==> src/rtl/lgip_pkg.sv <==
// ----------------------------------------------------------------------------
// lgip_pkg: shared constants of the layered glyph-image parser
// Result kinds, status codes and field sizes used by the parser and its
// checker.
// ----------------------------------------------------------------------------
`timescale 1ns / 1ps
`default_nettype none

package lgip_pkg;

  // Result kinds.
  localparam logic KIND_CELL   = 1'b0;
  localparam logic KIND_STATUS = 1'b1;

  // Status codes. The "no layer count" code never arises, since any payload
  // too short to hold a layer count is reported as too small.
  localparam logic [2:0] ST_OK          = 3'd0;
  localparam logic [2:0] ST_TOO_SMALL   = 3'd1;
  localparam logic [2:0] ST_ZERO_LAYERS = 3'd3;
  localparam logic [2:0] ST_NO_WIDTH    = 3'd4;
  localparam logic [2:0] ST_NO_HEIGHT   = 3'd5;
  localparam logic [2:0] ST_BAD_DIMS    = 3'd6;
  localparam logic [2:0] ST_TRUNCATED   = 3'd7;

  // Field sizes in bytes.
  localparam logic [3:0] WORD_BYTES = 4'd4;
  localparam logic [3:0] CELL_BYTES = 4'd10;

endpackage

`default_nettype wire

==> src/rtl/layered_glyph_image_parser.sv <==
// Results are registered in the result queue and offered from its head.
// Throughput: one payload byte per cycle while input ready is high; a byte that
// completes a cell and ends the parse gives two results, which leave the four-entry result queue one at a time.
// Input ready is high while at least two queue entries are free.
// Reset (asynchronous, active low): parser returns to the header word phase,
// all counters clear and the result queue empties.
// ----------------------------------------------------------------------------
// layered_glyph_image_parser
// Streaming parser for a layered glyph-image payload, one byte per transfer,
// emitting one cell item per completed cell and a closing status item.
// ----------------------------------------------------------------------------
`timescale 1ns / 1ps
`default_nettype none

module layered_glyph_image_parser #(
  parameter int OFFSET_BITS = 48
) (
  input  wire logic        clk_i,
  input  wire logic        rst_ni,
  input  wire logic        in_valid_i,
  output logic             in_ready_o,
  input  wire logic [7:0]  data_byte_i,
  input  wire logic        end_of_payload_i,
  output logic             out_valid_o,
  input  wire logic        out_ready_i,
  output logic             kind_o,
  output logic [31:0]      layer_o,
  output logic [30:0]      column_o,
  output logic [30:0]      row_o,
  output logic [31:0]      glyph_o,
  output logic [23:0]      foreground_o,
  output logic [23:0]      background_o,
  output logic [2:0]       status_o,
  output logic [31:0]      format_version_o,
  output logic [47:0]      byte_offset_o,
  output logic             last_o
);

  localparam logic [OFFSET_BITS-1:0] OFF_MAX = '1;

  typedef enum logic [2:0] {
    PH_HEADER,
    PH_COUNT,
    PH_LEGACY_ZERO,
    PH_WIDTH,
    PH_HEIGHT,
    PH_CELL
  } phase_e;

  typedef struct packed {
    logic        kind;
    logic [31:0] layer;
    logic [30:0] column;
    logic [30:0] row;
    logic [31:0] glyph;
    logic [23:0] foreground;
    logic [23:0] background;
    logic [2:0]  status;
    logic [31:0] format_version;
    logic [47:0] byte_offset;
    logic        last;
  } res_t;

  // Parser state.
  phase_e                 phase_q, phase_d;
  logic [3:0]             bif_q, bif_d;
  logic [31:0]            word_q, word_d;
  logic [47:0]            colours_q, colours_d;
  logic [31:0]            layers_q, layers_d;
  logic [31:0]            layer_now_q, layer_now_d;
  logic [31:0]            width_q, width_d;
  logic [30:0]            height_q, height_d;
  logic [30:0]            col_q, col_d;
  logic [30:0]            row_q, row_d;
  logic [30:0]            max_w_q, max_w_d;
  logic [30:0]            max_h_q, max_h_d;
  logic [31:0]            version_q, version_d;
  logic [OFFSET_BITS-1:0] count_q, count_d;
  logic                   finished_q, finished_d;

  // Results of the current byte.
  logic                   in_fire;
  logic                   cell_emit;
  logic                   done;
  logic [2:0]             code;
  logic [OFFSET_BITS-1:0] off;
  res_t                   cell_res;
  res_t                   stat_res;

  // Result queue.
  res_t       queue_q [4];
  logic [1:0] wr_ptr_q;
  logic [1:0] rd_ptr_q;
  logic [2:0] fill_q;
  logic       out_fire;
  logic [1:0] push_n;

  assign in_fire  = in_valid_i && in_ready_o;
  assign out_fire = out_valid_o && out_ready_i;

  // Byte-by-byte parse step.
  always_comb begin
    logic [OFFSET_BITS-1:0] bc;
    logic [31:0]            byte_sh;
    logic [31:0]            w;
    logic [31:0]            row_inc;
    logic [31:0]            col_inc;
    logic [32:0]            layer_inc;
    logic [63:0]            off_wide;

    phase_d     = phase_q;
    bif_d       = bif_q;
    word_d      = word_q;
    colours_d   = colours_q;
    layers_d    = layers_q;
    layer_now_d = layer_now_q;
    width_d     = width_q;
    height_d    = height_q;
    col_d       = col_q;
    row_d       = row_q;
    max_w_d     = max_w_q;
    max_h_d     = max_h_q;
    version_d   = version_q;
    count_d     = count_q;
    finished_d  = finished_q;
    cell_emit   = 1'b0;
    done        = 1'b0;
    code        = lgip_pkg::ST_OK;
    off         = '0;
    cell_res    = '0;
    bc          = count_q;
    byte_sh     = 32'(data_byte_i) << {bif_q[1:0], 3'b000};
    w           = '0;
    row_inc     = {1'b0, row_q} + 32'd1;
    col_inc     = {1'b0, col_q} + 32'd1;
    layer_inc   = {1'b0, layer_now_q} + 33'd1;

    if (in_fire && !finished_q) begin
      // Saturating byte count.
      if (count_q != OFF_MAX) begin
        bc = count_q + OFFSET_BITS'(1);
      end
      count_d = bc;

      case (phase_q)
        PH_LEGACY_ZERO: begin
          if (bc == OFFSET_BITS'(8)) begin
            done = 1'b1;
            code = lgip_pkg::ST_ZERO_LAYERS;
            off  = OFFSET_BITS'(4);
          end
        end
        PH_CELL: begin
          // Glyph bytes little-endian, then six colour bytes in order.
          if (bif_q < lgip_pkg::WORD_BYTES) begin
            word_d = word_q | byte_sh;
          end else begin
            colours_d = {colours_q[39:0], data_byte_i};
          end
          bif_d = bif_q + 4'd1;
          if (bif_d == lgip_pkg::CELL_BYTES) begin
            cell_emit           = 1'b1;
            cell_res.kind       = lgip_pkg::KIND_CELL;
            cell_res.layer      = layer_now_q;
            cell_res.column     = col_q;
            cell_res.row        = row_q;
            cell_res.glyph      = word_d;
            cell_res.foreground = colours_d[47:24];
            cell_res.background = colours_d[23:0];
            bif_d     = '0;
            word_d    = '0;
            colours_d = '0;
            // Column-major walk: rows first, then columns, then layers.
            if (row_inc >= {1'b0, height_q}) begin
              row_d = '0;
              if (col_inc >= width_q) begin
                col_d = '0;
                if (width_q[30:0] > max_w_q) max_w_d = width_q[30:0];
                if (height_q > max_h_q) max_h_d = height_q;
                if (layer_inc >= {1'b0, layers_q}) begin
                  layer_now_d = layers_q;
                  done        = 1'b1;
                  code        = lgip_pkg::ST_OK;
                  off         = bc;
                end else begin
                  layer_now_d = layer_inc[31:0];
                  phase_d     = PH_WIDTH;
                end
              end else begin
                col_d = col_inc[30:0];
              end
            end else begin
              row_d = row_inc[30:0];
            end
          end
        end
        default: begin
          // Little-endian 32-bit words of the header and layer dimensions.
          word_d = word_q | byte_sh;
          bif_d  = bif_q + 4'd1;
          if (bif_d == lgip_pkg::WORD_BYTES) begin
            w      = word_d;
            bif_d  = '0;
            word_d = '0;
            case (phase_q)
              PH_HEADER: begin
                if (w[31]) begin
                  version_d = 32'd0 - w;
                  phase_d   = PH_COUNT;
                end else begin
                  version_d = '0;
                  layers_d  = w;
                  phase_d   = (w == 32'd0) ? PH_LEGACY_ZERO : PH_WIDTH;
                end
              end
              PH_COUNT: begin
                layers_d = w;
                if (w == 32'd0) begin
                  done = 1'b1;
                  code = lgip_pkg::ST_ZERO_LAYERS;
                  off  = bc;
                end else begin
                  phase_d = PH_WIDTH;
                end
              end
              PH_WIDTH: begin
                width_d = w;
                phase_d = PH_HEIGHT;
              end
              default: begin
                height_d = w[30:0];
                if (width_q == 32'd0 || width_q[31] || w == 32'd0 || w[31]) begin
                  done = 1'b1;
                  code = lgip_pkg::ST_BAD_DIMS;
                  off  = bc;
                end else begin
                  col_d   = '0;
                  row_d   = '0;
                  phase_d = PH_CELL;
                end
              end
            endcase
          end
        end
      endcase

      // End of payload before a natural finish.
      if (!done && end_of_payload_i) begin
        done = 1'b1;
        if (bc < OFFSET_BITS'(8)) begin
          code = lgip_pkg::ST_TOO_SMALL;
          off  = '0;
        end else begin
          if (phase_d == PH_HEIGHT) begin
            code = lgip_pkg::ST_NO_HEIGHT;
          end else if (phase_d == PH_CELL) begin
            code = lgip_pkg::ST_TRUNCATED;
          end else begin
            code = lgip_pkg::ST_NO_WIDTH;
          end
          off = (bc == OFF_MAX) ? bc : bc - OFFSET_BITS'(bif_d);
        end
      end

      if (done) begin
        finished_d = 1'b1;
      end
    end

    cell_res.last = !done;

    // Status item carries the values held after this byte.
    off_wide                = 64'(off);
    stat_res.kind           = lgip_pkg::KIND_STATUS;
    stat_res.layer          = layers_d;
    stat_res.column         = max_w_d;
    stat_res.row            = max_h_d;
    stat_res.glyph          = '0;
    stat_res.foreground     = '0;
    stat_res.background     = '0;
    stat_res.status         = code;
    stat_res.format_version = version_d;
    stat_res.byte_offset    = off_wide[47:0];
    stat_res.last           = 1'b1;

    // The final byte of a payload always re-arms the parser.
    if (in_fire && end_of_payload_i) begin
      phase_d     = PH_HEADER;
      bif_d       = '0;
      word_d      = '0;
      colours_d   = '0;
      layers_d    = '0;
      layer_now_d = '0;
      width_d     = '0;
      height_d    = '0;
      col_d       = '0;
      row_d       = '0;
      max_w_d     = '0;
      max_h_d     = '0;
      version_d   = '0;
      count_d     = '0;
      finished_d  = 1'b0;
    end
  end

  // Parser state registers.
  always_ff @(posedge clk_i or negedge rst_ni) begin
    if (!rst_ni) begin
      phase_q     <= PH_HEADER;
      bif_q       <= '0;
      word_q      <= '0;
      colours_q   <= '0;
      layers_q    <= '0;
      layer_now_q <= '0;
      width_q     <= '0;
      height_q    <= '0;
      col_q       <= '0;
      row_q       <= '0;
      max_w_q     <= '0;
      max_h_q     <= '0;
      version_q   <= '0;
      count_q     <= '0;
      finished_q  <= 1'b0;
    end else begin
      phase_q     <= phase_d;
      bif_q       <= bif_d;
      word_q      <= word_d;
      colours_q   <= colours_d;
      layers_q    <= layers_d;
      layer_now_q <= layer_now_d;
      width_q     <= width_d;
      height_q    <= height_d;
      col_q       <= col_d;
      row_q       <= row_d;
      max_w_q     <= max_w_d;
      max_h_q     <= max_h_d;
      version_q   <= version_d;
      count_q     <= count_d;
      finished_q  <= finished_d;
    end
  end

  // Number of results written to the queue this cycle.
  assign push_n = {1'b0, cell_emit} + {1'b0, done};

  // Result queue storage: the first result at the write pointer, a status
  // that follows a cell in the next entry.
  always_ff @(posedge clk_i) begin
    if (push_n != 2'd0) begin
      queue_q[wr_ptr_q] <= cell_emit ? cell_res : stat_res;
    end
    if (push_n == 2'd2) begin
      queue_q[wr_ptr_q + 2'd1] <= stat_res;
    end
  end

  // Result queue pointers and fill level.
  always_ff @(posedge clk_i or negedge rst_ni) begin
    if (!rst_ni) begin
      wr_ptr_q <= '0;
      rd_ptr_q <= '0;
      fill_q   <= '0;
    end else begin
      wr_ptr_q <= wr_ptr_q + push_n;
      if (out_fire) begin
        rd_ptr_q <= rd_ptr_q + 2'd1;
      end
      fill_q <= fill_q + {1'b0, push_n} - {2'b00, out_fire};
    end
  end

  assign in_ready_o  = (fill_q <= 3'd2);
  assign out_valid_o = (fill_q != 3'd0);

  // Head of the queue drives the output ports.
  assign kind_o           = queue_q[rd_ptr_q].kind;
  assign layer_o          = queue_q[rd_ptr_q].layer;
  assign column_o         = queue_q[rd_ptr_q].column;
  assign row_o            = queue_q[rd_ptr_q].row;
  assign glyph_o          = queue_q[rd_ptr_q].glyph;
  assign foreground_o     = queue_q[rd_ptr_q].foreground;
  assign background_o     = queue_q[rd_ptr_q].background;
  assign status_o         = queue_q[rd_ptr_q].status;
  assign format_version_o = queue_q[rd_ptr_q].format_version;
  assign byte_offset_o    = queue_q[rd_ptr_q].byte_offset;
  assign last_o           = queue_q[rd_ptr_q].last;

endmodule

`default_nettype wire

==> config.mk <==
export PLATFORM = sky130hd
export DESIGN_NAME = layered_glyph_image_parser
export DESIGN_NICKNAME = d
export VERILOG_FILES = /design/src/rtl/lgip_pkg.sv /design/src/rtl/layered_glyph_image_parser.sv
export SDC_FILE = /design/constraint.sdc
export NUM_CORES = 2
export LEC_CHECK = 0
export BUFFER_PORTS_ARGS = -buffer_cell sky130_fd_sc_hd__buf_2
export CORE_ASPECT_RATIO = 1.1
export CORE_MARGIN = 2
export CORE_UTILIZATION = 60
export CTS_BUF_LIST = sky130_fd_sc_hd__clkbuf_4 sky130_fd_sc_hd__clkbuf_8
export DETAILED_ROUTE_END_ITERATION = 10
export PLACE_DENSITY = 0.79
export SLEW_MARGIN = 20
export SYNTH_ARGS = -nofsm -noshare
export SYNTH_HDL_FRONTEND = slang
export SYNTH_SLANG_ARGS = --single-unit
==> constraint.sdc <==
create_clock -name clk_i -period 13.55 [get_ports clk_i]
set_input_delay 2.71 -clock clk_i [delete_from_list [all_inputs] [get_ports clk_i]]
set_output_delay 2.71 -clock clk_i [all_outputs]
set_load 0.02 [all_outputs]
==> out/results.tsv <==
stage	metric	value	unit
grt	global_route_wire_length_before_repair	331000	µm
sta	max_slew_margin	21.6	%
synthesis	ys_warn_count	0	
power	switchingPower	5440	µW
place	detailedPlacementHpwl	136000	µm
layout	area_growth	10.1	%
place	pre_cts_slack	3.63	ns
place	placement.cell_area	0.0747	mm²
setup_path	worst_r2r_startpoint	row_q[0]$_DFFE_PN0P_	
clock_network	cts_htree_levels	4	
worst_hold_path	timing.hold.worst.start	queue_q[0][258]$_SDFFE_PP1P_	
power	power.combinational.fraction	35.1	%
setup_path	crit_path_max_fanout	82	
sta	final-setup-viol-count	0	
synthesis	synth_sequential_area_ratio	53.2	%
synthesis	post_synth_num_cell_types	104	
grt	globalRoute.totalOverflow	0	
power	clock_share_of_power	28.3	%
floorplan	rows	133	
floorplan	die_x	335	µm
floorplan	boundaryPins	274	
setup_path	crit_path_end_kind	register	
clock_network	cts.path.max_buffers	3	
drt	average_wire_per_standard_cell	25.7	µm
clock_network	cts_root_buffer	sky130_fd_sc_hd__clkbuf_8	
layout	finalInstanceArea	0.0796	mm²
clock_network	post_cts_resize_count	0	
clock_network	clock_sinks	1462	
sta	max_slew.worst_pin.slew	1.18	ns
sta	post-route-min-period	9.44	ns
drt	drt_iter0_markers	7549	
setup_path	worst-r2r-setup-slack	4.11	ns
layout	drive_gt1_share	16.7	%
power	pwr-share-seq	36.7	%
drt	detailroute.via_count	56862	
synthesis	synth_area	0.0724	mm²
grt	grt_max_degree	143	
floorplan	dieArea	0.123	mm²
power	p_int	8640	µW
clock_network	count_of_hold_buffers_inserted_by_post_cts_repair	0	
floorplan	initial_utilization	60.5	%
setup_path	critPathRequiredTime	14.36	ns
status	status	completed	
job	max_cap_viol_count	0	
synthesis	synth_fp_nets	6833	
setup_path	timing.critical_path.from	row_q[0]$_DFFE_PN0P_	
synthesis	syn-instance-count	6642	
drt	remaining_drc_errors	0	
floorplan	floorplan_core_area	0.120	mm²
place	gp_congestion	0.961	
synthesis	synth_async_sr_flop_share	29.1	%
sta	fin_tns_setup	0	ns
power	swShare	38.6	%
sta	final.setup_skew	0.0584	ns
place	placement.io_buffers	273	
clock_network	cts_tree	built	
layout	nNetsFinal	6892	
drt	vias_per_cell	6.72	
clock_network	clk_latency	0.99	ns
floorplan	die_h	368	µm
setup_path	critical_path_class	reg -> reg	
grt	antenna_found_initial	15	
power	p_leak	0.0304	µW
sta	setup_repair_after_global_routing_missed_its_margin	false	
clock_network	cts_post_setup_buffers_inserted	0	
grt	grtUsageTotal	34.9	%
sta	slew_viol_final	0	
setup_path	worst_path_most_repeated_cell	sky130_fd_sc_hd__buf_4	
grt	grt_pass1_vias	55219	
clock_network	clk_transition_reported_paths	0.07	ns
sta	achievable_freq	106	MHz
synthesis	syn_area_per_cell	10.9	µm²
drt	drt_pass1_iterations	7	
drt	sum_of_routed_wire_length_over_all_layers	217000	µm
setup_path	worst-endpoint-arrival	10.25	ns
sta	final_min_period_over_clock_period	69.7	%
setup_path	cp-start-kind	register	
synthesis	synth_enable_flop_cells	708	
setup_path	crit_path_max_incr_delay	0.88	ns
sta	final.setup.worst_slack	4.11	ns
power	powerDensity	177	mW/mm²
setup_path	timing.critical_path.slowest_stage_cell	sky130_fd_sc_hd__nor2_1	
sta	fin_worst_hold_slack	0.453	ns
sta	hold_viol	0	
layout	layout_common_cells	783 x sky130_fd_sc_hd__nor2_1, 708 x sky130_fd_sc_hd__edfxtp_1, 640 x sky130_fd_sc_hd__nand2_1, 471 x sky130_fd_sc_hd__o21ai_0, 424 x sky130_fd_sc_hd__dfrtp_1	
worst_hold_path	hp-class	reg -> reg	
clock_network	tritoncts.num_buffers	225	
synthesis	postSynthRegisterBits	1462	
power	vdd_ir_drop_max	0.000338	V
drt	ant_nets_after_route	0	
layout	num-fill-cells	8829	
layout	layout.cells.most_common	sky130_fd_sc_hd__nor2_1	
synthesis	synthFlopType	sky130_fd_sc_hd__edfxtp_1	
-- routing by layer --
layer / share of wire (%) / global-route usage [%]
met5: 0.049 / 0
met4: 5.1 / 17.2
met3: 11 / 8.20
met2: 46 / 54.0
met1: 38 / 46.7
-- cells in the mapped netlist, drive strengths merged, types with 36 or more instances --
cell / instances / share of area (%)
dfxtp: 328 / 9.1
xnor2: 111 / 1.3
edfxtp: 708 / 29
nand4: 90 / 0.80
dfrtp: 426 / 15
or3: 36 / 0.32
mux4: 259 / 8.1
a211oi: 111 / 1.2
buf: 100 / 0.64
a21oi: 287 / 2.0
a21o: 41 / 0.43
and3: 39 / 0.34
nand2b: 42 / 0.36
clkbuf: 448 / 2.3
and2: 57 / 0.49
mux2i: 105 / 1.5
nor4: 49 / 0.46
ha: 176 / 3.0
o22ai: 100 / 0.86
a22o: 372 / 4.5
nor2: 795 / 4.1
xor2: 74 / 0.90
nand3: 116 / 0.82
o21ai: 494 / 3.4
inv: 193 / 1.0
nor3: 108 / 0.77
nand2: 647 / 3.4
-- power groups by stage --
stage          registers [µW]  logic (µW)  clock network [µW]
6_report                 5160        4940                3980
5_1_grt                  5180        5210                4200
4_1_cts                  5150        4860                4000
3_5_place_dp             5240        4840                   0
3_3_place_gp             5220        4790                   0
2_1_floorplan            5100        3250                   0
-- worst max-delay path, delay by kind of cell, from the launching register on --
family                   cells  cell delay [ns]
AO/OA/AOI/OAI                6             0.95
XOR/XNOR                     1             0.10
flip-flops                   1             0.52
adder cells (fa/ha/maj)      3             1.00
AND/OR/NAND/NOR             16             4.83
buffers and inverters        4             1.83
-- sequential cells by signal, summed over array words and instances (netlist names) --
register     flops
queue_q       1036
colours_q       48
count_q         48
layer_now_q     32
layers_q        32
version_q       32
width_q         32
word_q          32
col_q           31
height_q        31
max_h_q         31
max_w_q         31
row_q           31
bif_q            4
fill_q           3
phase_q          3
rd_ptr_q         2
wr_ptr_q         2
finished_q       1
-- final cells by class --
| class | count | area [µm²] | area share [%] |
|---|---|---|---|
| Sequential cell | 1462 | 38500 | 48.3 |
| Multi-Input combinational cell | 4437 | 31300 | 39.2 |
| Clock buffer | 328 | 4060 | 5.10 |
| Timing Repair Buffer | 380 | 2250 | 2.82 |
| Tap cell | 1552 | 1940 | 2.44 |
| Clock inverter | 101 | 857 | 1.08 |
| Inverter | 195 | 764 | 0.960 |
| Antenna cell | 7 | 17.5 | 0.0220 |
-- through the flow --
step	power, µW	std cells	utilization (%)
floorplan	8350	6642	-
global placement	10000	8025	62.4
detailed placement	10100	8026	62.4
CTS	14000	8455	66.5
global route	14600	8458	66.6
finish	14100	8462	66.6
-- cells by family (layout without fill, tap and decap cells) --
logic type                 Yosys count  after routing  share of synthesized area (%)
and+or+nand+nor                   2093           2093                           13.1
muxes                              370            370                           9.61
other                                0              7                              0
AOI/OAI and AO/OA                 1611           1611                           14.8
xor gates and xnor gates           185            185                           2.24
DFF                               1462           1462                           53.2
buffers and inverters              743           1004                           3.98
adders and majority gates          178            178                           3.10
-- path summary, 6_finish.rpt --
path,end,cells past startpoint
max,queue_q[2][7]$_DFFE_PP_,30
min,queue_q[0][258]$_SDFFE_PP1P_,2
max reg2reg,queue_q[2][7]$_DFFE_PP_,30
min reg2reg,queue_q[0][258]$_SDFFE_PP1P_,2
max in group asynchronous,max_h_q[23]$_DFF_PN0_,3
min in group asynchronous,col_q[15]$_DFFE_PN0P_,1
(Power assumes the default switching activity.)
